$ cat src/design/coordinate_chain_transform_unit_assert.svh
// Assertion macros shared by the transform unit.
// Each macro expands to one labeled concurrent assertion on clk with arst_n as disable.
`ifndef COORDINATE_CHAIN_TRANSFORM_UNIT_ASSERT_SVH
`define COORDINATE_CHAIN_TRANSFORM_UNIT_ASSERT_SVH

// Same-cycle implication: when a holds, c must hold in that cycle.
`define CCT_ASSERT_IMPLIES(lbl, a, c, msg) \
	lbl: assert property (@(posedge clk) disable iff (!arst_n) (a) |-> (c)) \
		else $error(msg);

// Next-cycle implication: when a holds, c must hold in the following cycle.
`define CCT_ASSERT_NEXT(lbl, a, c, msg) \
	lbl: assert property (@(posedge clk) disable iff (!arst_n) (a) |=> (c)) \
		else $error(msg);

`endif

$ cat src/design/cct_pkg.sv
package cct_pkg;

	localparam int COORD_W  = 32;
	localparam int COEF_W   = 18;
	localparam int FRAC_W   = 16;
	localparam int DIFF_W   = COORD_W + 1;
	localparam int PROD_W   = COEF_W + DIFF_W;
	localparam int ACC_W    = 54;
	localparam int SHIFT_W  = ACC_W - FRAC_W;
	localparam int ROW_W    = 3 * COEF_W;
	localparam int NUM_AXES = 3;
	localparam int DATA_W   = 64;
	localparam int ADDR_W   = 6;

	localparam logic [ROW_W-1:0] ROW0_RST = 54'd65536;
	localparam logic [ROW_W-1:0] ROW1_RST = 54'd65536 << COEF_W;
	localparam logic [ROW_W-1:0] ROW2_RST = 54'd65536 << (2 * COEF_W);

	localparam logic signed [COORD_W-1:0] COORD_MAX = 32'sh7FFF_FFFF;
	localparam logic signed [COORD_W-1:0] COORD_MIN = 32'sh8000_0000;

	typedef enum logic [2:0] {
		REG_ROW0  = 3'd0,
		REG_ROW1  = 3'd1,
		REG_ROW2  = 3'd2,
		REG_OFS_X = 3'd3,
		REG_OFS_Y = 3'd4,
		REG_OFS_Z = 3'd5
	} reg_idx_t;

	typedef logic [ROW_W-1:0] row_t;
	typedef logic signed [COEF_W-1:0] coef_t;

	typedef struct packed {
		row_t [NUM_AXES-1:0]              row;
		logic [NUM_AXES-1:0][COORD_W-1:0] offset;
	} cfg_t;

	typedef struct packed {
		logic signed [COORD_W-1:0] value;
		logic                      ovf;
	} sat_t;

	// Extracts coefficient k of a packed matrix row.
	function automatic coef_t coef(input row_t row, input logic [1:0] k);
		coef_t c;
		c = coef_t'(row[k*COEF_W +: COEF_W]);
		return c;
	endfunction

	// Rounds a Q.32 sum half up to Q15.16 and clamps it to the 32-bit range.
	function automatic sat_t round_sat(input logic signed [ACC_W-1:0] acc);
		logic signed [ACC_W-1:0]   biased;
		logic signed [SHIFT_W-1:0] sh;
		logic                      top_ones;
		logic                      top_zeros;
		sat_t                      r;
		biased    = acc + ACC_W'(32768);
		sh        = SHIFT_W'(biased >>> FRAC_W);
		top_ones  = &sh[SHIFT_W-1:COORD_W-1];
		top_zeros = ~|sh[SHIFT_W-1:COORD_W-1];
		if (top_ones || top_zeros) begin
			r.value = sh[COORD_W-1:0];
			r.ovf   = 1'b0;
		end else if (sh[SHIFT_W-1]) begin
			r.value = COORD_MIN;
			r.ovf   = 1'b1;
		end else begin
			r.value = COORD_MAX;
			r.ovf   = 1'b1;
		end
		return r;
	endfunction

endpackage

$ cat src/design/cct_regs.sv
module cct_regs (
	input  logic                         clk,
	input  logic                         arst_n,
	input  logic                         psel,
	input  logic                         penable,
	input  logic                         pwrite,
	input  logic [cct_pkg::ADDR_W-1:0]   paddr,
	input  logic [cct_pkg::DATA_W-1:0]   pwdata,
	output logic [cct_pkg::DATA_W-1:0]   prdata,
	output cct_pkg::cfg_t                cfg
);

	cct_pkg::cfg_t     cfg_q;
	cct_pkg::reg_idx_t idx;
	logic              wr_en;

	assign idx   = cct_pkg::reg_idx_t'(paddr[cct_pkg::ADDR_W-1:3]);
	assign wr_en = psel && penable && pwrite;

	always_ff @(posedge clk or negedge arst_n) begin
		if (!arst_n) begin
			cfg_q.row[0]    <= cct_pkg::ROW0_RST;
			cfg_q.row[1]    <= cct_pkg::ROW1_RST;
			cfg_q.row[2]    <= cct_pkg::ROW2_RST;
			cfg_q.offset[0] <= '0;
			cfg_q.offset[1] <= '0;
			cfg_q.offset[2] <= '0;
		end else if (wr_en) begin
			case (idx)
				cct_pkg::REG_ROW0:  cfg_q.row[0]    <= pwdata[cct_pkg::ROW_W-1:0];
				cct_pkg::REG_ROW1:  cfg_q.row[1]    <= pwdata[cct_pkg::ROW_W-1:0];
				cct_pkg::REG_ROW2:  cfg_q.row[2]    <= pwdata[cct_pkg::ROW_W-1:0];
				cct_pkg::REG_OFS_X: cfg_q.offset[0] <= pwdata[cct_pkg::COORD_W-1:0];
				cct_pkg::REG_OFS_Y: cfg_q.offset[1] <= pwdata[cct_pkg::COORD_W-1:0];
				cct_pkg::REG_OFS_Z: cfg_q.offset[2] <= pwdata[cct_pkg::COORD_W-1:0];
				default: begin
				end
			endcase
		end
	end

	always_comb begin
		case (idx)
			cct_pkg::REG_ROW0:  prdata = cct_pkg::DATA_W'(cfg_q.row[0]);
			cct_pkg::REG_ROW1:  prdata = cct_pkg::DATA_W'(cfg_q.row[1]);
			cct_pkg::REG_ROW2:  prdata = cct_pkg::DATA_W'(cfg_q.row[2]);
			cct_pkg::REG_OFS_X: prdata = cct_pkg::DATA_W'(cfg_q.offset[0]);
			cct_pkg::REG_OFS_Y: prdata = cct_pkg::DATA_W'(cfg_q.offset[1]);
			cct_pkg::REG_OFS_Z: prdata = cct_pkg::DATA_W'(cfg_q.offset[2]);
			default:            prdata = '0;
		endcase
	end

	assign cfg = cfg_q;

endmodule

$ cat config.mk
export PLATFORM = sky130hd
export DESIGN_NAME = cct_regs
export DESIGN_NICKNAME = d
export VERILOG_FILES = /design/src/design/coordinate_chain_transform_unit_assert.svh /design/src/design/cct_pkg.sv /design/src/design/cct_regs.sv
export SDC_FILE = /design/constraint.sdc
export NUM_CORES = 1
export LEC_CHECK = 0
export BUFFER_PORTS_ARGS = -buffer_cell sky130_fd_sc_hd__buf_4
export CORE_UTILIZATION = 45
export CTS_BUF_LIST = sky130_fd_sc_hd__clkbuf_8 sky130_fd_sc_hd__clkbuf_16
export CTS_CLUSTER_SIZE = 20
export DETAILED_ROUTE_END_ITERATION = 8
export HOLD_SLACK_MARGIN = 0.15
export PLACE_DENSITY = 0.72
export SLEW_MARGIN = 0
export SYNTH_ARGS = -nofsm -noshare
export SYNTH_HDL_FRONTEND = slang
export SYNTH_SLANG_ARGS = --single-unit
$ cat constraint.sdc
create_clock -name clk -period 1.45 [get_ports clk]
set_input_delay 0.145 -clock clk [delete_from_list [all_inputs] [get_ports clk]]
set_output_delay 0.145 -clock clk [all_outputs]
set_load 0.02 [all_outputs]
# Word level (Yosys, flattened, before mapping)
# Index checks and enable logic that the tools add are counted.
word_totals:
  reg_bits: 258
  latchBits: 0
  ram_bits: 0
  romBits: 0
  out_inout_bits: 322
  mem_count: 0
classes:
  addsub: 0
  mul: 0
  div_mod_pow: 0
  magnitude_cmp: 0
  eq_ne: 5
  n_shift: 0
  mux: 1
  bitwise: 0
  n_reduce_logical: 9
op_table:
  columns: ["operator", "count"]
  rows:
  - ["54-bit one-hot mux with 6 select lines", 1]
  - ["2-bit AND reduction", 6]
  - ["3-bit by 2-bit equality test with 1-bit output (second input constant)", 2]
  - ["3-bit equality test (second input constant)", 2]
  - ["3-bit by 1-bit equality test with 1-bit output (second input constant)", 1]
  - ["3-bit logical NOT", 1]
  - ["1-bit logical AND", 2]

# Logic depth before layout (Yosys ltp)
# Gate-level depths: netlist of the first run.
logic_depth:
  depth_word: 3
  ltp_mapped: 7
  depth_no_buf: 3

# Worst setup path after synthesis of the first run
# OpenSTA, ideal clock, no wires.
synth_timing:
  kind: "in2out"
  startpoint: "input paddr[4] (netlist name)"
  endpoint: "output prdata[37] (netlist name)"
  arrival_ps: 1398
  slack_ps: -93
  path_stages: 6
  cell_sequence: "buf_2 > buf_4 > buf_4 > mux2i_1 > or2_2 > a21oi_1"
synth_between:
  elab_chain_cells: 2
synth_rtl:
  columns: ["item", "line", "rtl"]
  rows:
  - ["from (decl)", "cct_regs.sv:7", "input logic [cct_pkg::ADDR_W-1:0] paddr,"]
  - ["3-bit equality test (tied with other cells)", "cct_regs.sv:43", "case (idx)"]
  - ["54-bit one-hot mux with 6 select lines (*)", "cct_regs.sv:43", null]
  - ["to (decl)", "cct_regs.sv:9", "output logic [cct_pkg::DATA_W-1:0] prdata,"]
# Mark *: on every way between the ends. The rest lies on a longest branch, timed or not.

# Worst setup path after layout of the first run
layout_timing:
  startpoint: "register cfg_q (netlist bit cfg[150])"
  endpoint: "output prdata[0] (netlist name)"
layout_between:
  elab_chain_cells: 1
layout_rtl:
  columns: ["item", "line", "rtl"]
  rows:
  - ["from (decl)", "cct_regs.sv:13", "cct_pkg::cfg_t cfg_q;"]
  - ["54-bit one-hot mux with 6 select lines", "cct_regs.sv:43", null]
# Every way passes these cells.

==> flow_summary.json, run 1 <==
{
  "antenna_found_initial": 0,
  "die_area_um2": 27230,
  "worst-slew-pin-transition_ps": 847.8,
  "numPortBuffers": 373,
  "synth.mux.area_fraction_pct": 33.13,
  "die_width_um": 165.0,
  "peakVddDrop_mv": 1.277,
  "leakagePower_nw": 9.283,
  "nFillCells": 1709,
  "netlist.area_leader.share_pct": 53.35,
  "path_depth": 4,
  "overflow": 0,
  "grt_pass1_wl_mm": 59.93,
  "n_antenna_cell": 0,
  "multi_input_area_um2": 5638,
  "drtIter0Drc": 476,
  "worst_hold_slack_ps": 271.4,
  "r2r_cells": 3,
  "cts_tree": "done",
  "cap_violations": 0,
  "status": "finished with violations",
  "drc": 0,
  "slowest_delay_ps": 380,
  "period_minus_slack_ps": 1767,
  "ant_nets": 0,
  "syn_area_per_cell_um2": 13.78,
  "globalRouteTotalUtil_pct": 29.07,
  "row_count": 59,
  "synth_cell_types": 29,
  "finalSetupViolCount": 56,
  "yosys-top-cells-area": "dfrtp_1, mux2_2, mux2i_1, buf_4, o221ai_1",
  "synth_top_family_by_area": "multiplexers",
  "drive_above_1_share_pct": 68.31,
  "syn_inst": 868,
  "timing_worst_setup_path_type": "reg -> out",
  "fin_nets": 1557,
  "drv_slew": 0,
  "ys_ff_latch": 258,
  "cpMaxStageDelayCell": "dfrtp_1",
  "yosysSeqAreaShare_pct": 54.01,
  "fin_crit_sh_pct": 121.8,
  "regArea_um2": 6460,
  "power.density_nw_per_um2": 1391,
  "slew_headroom_pct": 43.37,
  "layout_setup_ws_ps": -316.6,
  "largest_reg_flops": 258,
  "vias": 9838,
  "endpoint_kind": "output pin",
  "area_growth_pct": 58.82,
  "critPathTopFamily": "flip-flops",
  "synth_fa_ha_area_share_pct": 0,
  "first_global_vias": 10320,
  "wirelength_mm": 40.60,
  "fmax_mhz": 566.1,
  "hold_viol": 0,
  "clockBufferDepth": 3,
  "worstPathMaxFanout": 2,
  "path_cells": "mux2_2, a21oi_2, o211ai_1, buf_4",
  "worstHoldPathType": "in -> reg",
  "fp.coreArea_um2": 26060,
  "yosysWarnings": 0,
  "h-tree-depth": 1,
  "root_buffer": "clkbuf_16",
  "clock_latency_ps": 530,
  "fin_skew_ps": 0,
  "wl_per_cell_um": 22.14,
  "post-place-ws_ps": -248.0,
  "required_ps": 1310,
  "rsz0062_at_grt": "yes",
  "synth_compound_area_share_pct": 4.101,
  "start_util_pct": 45.90,
  "clock-sinks": 258,
  "post-dp-hpwl_mm": 26.58,
  "grt_max_degree": 50,
  "viasPerCell": 5.364,
  "arrival_ps": 1620,
  "synth_xor_area_share_pct": 0,
  "failed_checks": "negative setup slack",
  "crit_path_start_kind": "flip-flop",
  "synth_top_area_cell": "dfrtp_1",
  "synth_simple_gate_area_share_pct": 4.959,
  "dr.pass1.iters": 4,
  "whs_path_depth": 4,
  "cts_buffers": 27,
  "gp_congestion": 0.8266,
  "io_pins": 397,
  "die-height_um": 165.0,
  "netlist_area_um2": 11960,
  "cp_num_buf_inv": 1,
  "path_clk_slew_ps": 60
}
==> cell type report <==
cell class	count	share of cell area, %
timing repair buffer	647	29.81
clock inverter	15	0.4479
tap	335	2.207
multi-input combinational	548	29.68
clock buffer	31	3.847
sequential	258	34.01
==> synth_stat cells (all sizes together) <==
cell,n
nor2b,10
conb,1
a32oi,8
or2,22
clkbuf,13
nand2b,3
nand2,52
or3,3
buf,58
nor3b,9
dfstp,3
o211ai,8
mux2,287
dfrtp,255
o221ai,24
and3b,1
nand4b,1
nor3,2
nand4,1
a21oi,30
mux2i,73
nor2,4
==> kinds of logic after synthesis <==
| group | Yosys count |
|---|---|
| buffers and inverters | 71 |
| and+or+nand+nor | 108 |
| muxes | 360 |
| DFF | 258 |
| other | 1 |
| AOI/OAI and AO/OA | 70 |
==> placed cells by master (no fill, tap or decap), drive strengths merged, types with 2 or more instances in the layout <==
cell	netlist	routed
buf	58	591
nor2	4	4
conb	1	10
a32oi	8	8
clkbuf	13	31
mux2	287	287
nand2b	3	3
dfstp	3	3
or2	22	22
nor3b	9	9
or3	3	3
o211ai	8	8
nor2b	10	10
nand2	52	52
dlygate4sd3	0	56
inv	0	12
mux2i	73	73
o221ai	24	24
a21oi	30	30
clkinv	0	2
nor3	2	2
dfrtp	255	255
==> tightest hold or removal path, cell delays in order <==
cell and delay (ps):
buf_4 180, nor3_4 80, buf_12 150, mux2_1 190
==> final timing paths <==
path                                      startpoint                    to  slack [ps]
worst max-delay path            cfg[150]$_DFFE_PN0P_             prdata[0]        -320
worst min register to register   cfg[69]$_DFFE_PN0P_   cfg[69]$_DFFE_PN0P_         520
max in group asynchronous                     arst_n  cfg[256]$_DFFE_PN1P_         130
worst max register to register  cfg[239]$_DFFE_PN0P_  cfg[239]$_DFFE_PN0P_         410
worst min-delay path                        paddr[4]   cfg[38]$_DFFE_PN0P_         270
min in group asynchronous                     arst_n  cfg[193]$_DFFE_PN0P_         650
==> metal layers <==
metal  GRT usage, %  wire length (um)  vias to the layer above  share of wire, %
met2          50.38             20440                      366                50
met3          7.735              3021                       95               7.4
met4          10.59              1394                        0               3.4
met5              0                 0                        -                 0
li1               -                 -                     4359                 -
met1          34.44             15750                     5018                39
==> where the power goes <==
part           switching (mW)  internal (mW)  leakage [nW]
Clock                    2.77           3.72         0.447
Combinational            4.93           5.28          5.54
Sequential               1.11           8.63          3.29
Total                    8.80           17.6          9.28
==> what timing repair did <==
item                                    in CTS  in global routing
endpoints found under the hold margin      515                  0
buffers inserted                           105                 38
pin swaps                                   29                 20
hold buffers                                56                  0
resized for setup                           83                105
endpoints found under the setup margin      54                 56
==> stage by stage <==
| step | instances | util, % | TNS (ps) | area [um2] | total power [mW] |
|---|---|---|---|---|---|
| final | 1834 | 72.90 | -11050 | 19000 | 26.43 |
| after global routing | 1834 | 72.90 | -14580 | 19000 | 27.56 |
| after CTS | 1796 | 70.20 | -12000 | 18290 | 25.73 |
| after detailed placement | 1589 | 60.64 | -32870 | 15800 | 17.98 |
| after global placement | 1589 | 60.64 | -24240 | 15800 | 17.81 |
| after floorplan | 877 | - | -241.3 | 12080 | 13.92 |
No activity file was read; power rests on OpenSTA's default activity.
==> inputs of run 2 (changes only) <==
==> constraint.sdc (replaced) <==
create_clock -name clk -period 1.45 [get_ports clk]
set_input_delay 0.29 -clock clk [delete_from_list [all_inputs] [get_ports clk]]
set_output_delay 0.29 -clock clk [all_outputs]
set_load 0.02 [all_outputs]
==> run 2 against run 1 <==
Net effect: the run still ends with negative setup slack left; critical path type unchanged; clock skew is the same; critical path depth did not move; count of clock-buffer cells in the layout stayed put.
==> flow_summary.json, run 2 (synthesized netlist as in run 1, its figures left out) <==
{
  "antenna_found_initial": 0,
  "post-route-util_pct": 76.41,
  "r2r_cells": 3,
  "failed_checks": "negative setup slack",
  "r2r-start": "cfg[138]$_DFFE_PN0P_",
  "finalSetupViolCount": 150,
  "grt_max_degree": 54,
  "critPathTopFamily": "flip-flops",
  "layout_setup_ws_ps": -483.1,
  "endpoint_kind": "output pin",
  "fin_area_um2": 19910,
  "row_count": 59,
  "slowest_delay_ps": 530,
  "multi_input_area_um2": 6060,
  "power.total_mw": 27.65,
  "globalRouteTotalUtil_pct": 29.08,
  "drtIter0Drc": 462,
  "layout_common_cells": "buf_6, buf_4, dfrtp_1",
  "overflow": 0,
  "cpMaxStageDelayCell": "dfstp_2",
  "period_minus_slack_ps": 1933,
  "gp_congestion": 0.8296,
  "wl_per_cell_um": 22.49,
  "power.density_nw_per_um2": 1389,
  "regArea_um2": 6465,
  "crit_path_start_kind": "flip-flop",
  "grt_pass1_wl_mm": 59.97,
  "post-dp-hpwl_mm": 25.92,
  "fin_nets": 1531,
  "r2r-end": "cfg[138]$_DFFE_PN0P_",
  "highest_layer": "met4",
  "dpl_cell_area_um2": 16330,
  "worst-slew-pin-transition_ps": 681.2,
  "cp_num_buf_inv": 1,
  "rsz0062_at_grt": "yes",
  "root_buffer": "clkbuf_16",
  "fin_skew_ps": 0,
  "die-height_um": 165.0,
  "worst_hold_slack_ps": 221.4,
  "final_common_cell": "buf_6",
  "fin_crit_sh_pct": 133.3,
  "drv_slew": 0,
  "hold_viol": 0,
  "n_antenna_cell": 0,
  "dr.pass1.iters": 5,
  "fmax_mhz": 517.3,
  "drive_above_1_share_pct": 69.47,
  "h-tree-depth": 1,
  "die_width_um": 165.0,
  "timing_worst_setup_path_type": "reg -> out",
  "vias": 9732,
  "critPathLaunch": "cfg[256]$_DFFE_PN1P_",
  "wl_met1_mm": 16.68,
  "drc": 0,
  "largest_reg_flops": 258,
  "path_cells": "mux2i_1, or2_4, a21oi_4, buf_6",
  "wirelength_mm": 40.75,
  "worstPathMaxFanout": 2,
  "clock_latency_ps": 530,
  "io_pins": 397,
  "path_clk_slew_ps": 60,
  "slew_headroom_pct": 54.59,
  "viasPerCell": 5.371,
  "finalNonFillerCells": 1812,
  "clockBufferDepth": 3,
  "cts_buffers": 27,
  "clock-sinks": 258,
  "route.met2.wl_mm": 20.55,
  "status": "finished with violations",
  "area_growth_pct": 66.47,
  "required_ps": 1160,
  "fp.coreArea_um2": 26060,
  "first_global_vias": 10230,
  "cts_tree": "done",
  "leakagePower_nw": 9.465,
  "cap_violations": 0,
  "numPortBuffers": 373,
  "r2r_setup_slack_ps": 430,
  "dr_wl_met3_mm": 2.289,
  "start_util_pct": 45.90,
  "worstHoldPathType": "in -> async",
  "die_area_um2": 27230,
  "ant_nets": 0,
  "dp_cells": 1584,
  "nFillCells": 1581,
  "arrival_ps": 1640,
  "peakVddDrop_mv": 1.001
}
## run 2: cell types whose count changed in the layout (fill, tap and decap cells not counted), moves of 9 or more
cell / before / now
mux2i_1: 72 / 61
buf_4: 480 / 268
a21oi_2: 25 / 9
mux2i_2: 1 / 10
buf_6: 82 / 274
mux2_4: 20 / 43
a21oi_4: 5 / 21
mux2_2: 258 / 235
## run 2: routing by layer
metal	vias to the layer above	track usage (%)
li1	4303	-
met1	5006	37.65
met2	341	48.55
met3	82	5.424
met4	0	10.38
met5	-	0
## run 2: worst register-to-register path, delay by kind of cell, from the launching register on
kind	cells	cell delay [ps]
buffers and inverters	2	240
DFF	1	410
muxes	1	260
## run 2: cell type report
cell class | instances | area share, %
Tap cell | 335 | 2.105
Timing Repair Buffer | 621 | 30.75
Multi-Input combinational cell | 548 | 30.43
Clock inverter | 19 | 0.5656
Clock buffer | 31 | 3.670
Sequential cell | 258 | 32.47
## run 2: power by group
group	leakage [nW]	total [mW]	switching [mW]	internal, mW
logic	5.72	11.1	5.07	6.01
clock network	0.459	6.66	2.90	3.76
registers	3.29	9.91	1.28	8.63
total	9.47	27.7	9.25	18.4
## run 2: what timing repair did
item,4_1_cts,5_1_grt
endpoints found under the setup margin,70,170
gates cloned,0,0
setup buffers,92,62
pin swaps,69,13
endpoints found under the hold margin,513,0
hold buffers,55,0
gates resized for setup,236,119
## run 2: worst max-delay path by stage
| stage | endpoint | cells after the start | slack (ps) |
|---|---|---|---|
| after detailed placement | prdata[13] | 5 | -460 |
| after global routing | prdata[52] | 4 | -530 |
| after CTS | prdata[52] | 4 | -500 |
| after global placement | prdata[24] | 5 | -400 |
| after floorplan | prdata[49] | 6 | -100 |
| final | prdata[52] | 4 | -480 |
## run 2: per-stage QoR
stage               setup slack, ps  TNS [ps]
floorplan                    -101.4     -7416
global placement             -402.0    -83660
detailed placement           -455.1    -84680
CTS                          -499.9    -23770
global route                 -527.6    -30330
finish                       -483.1    -24460
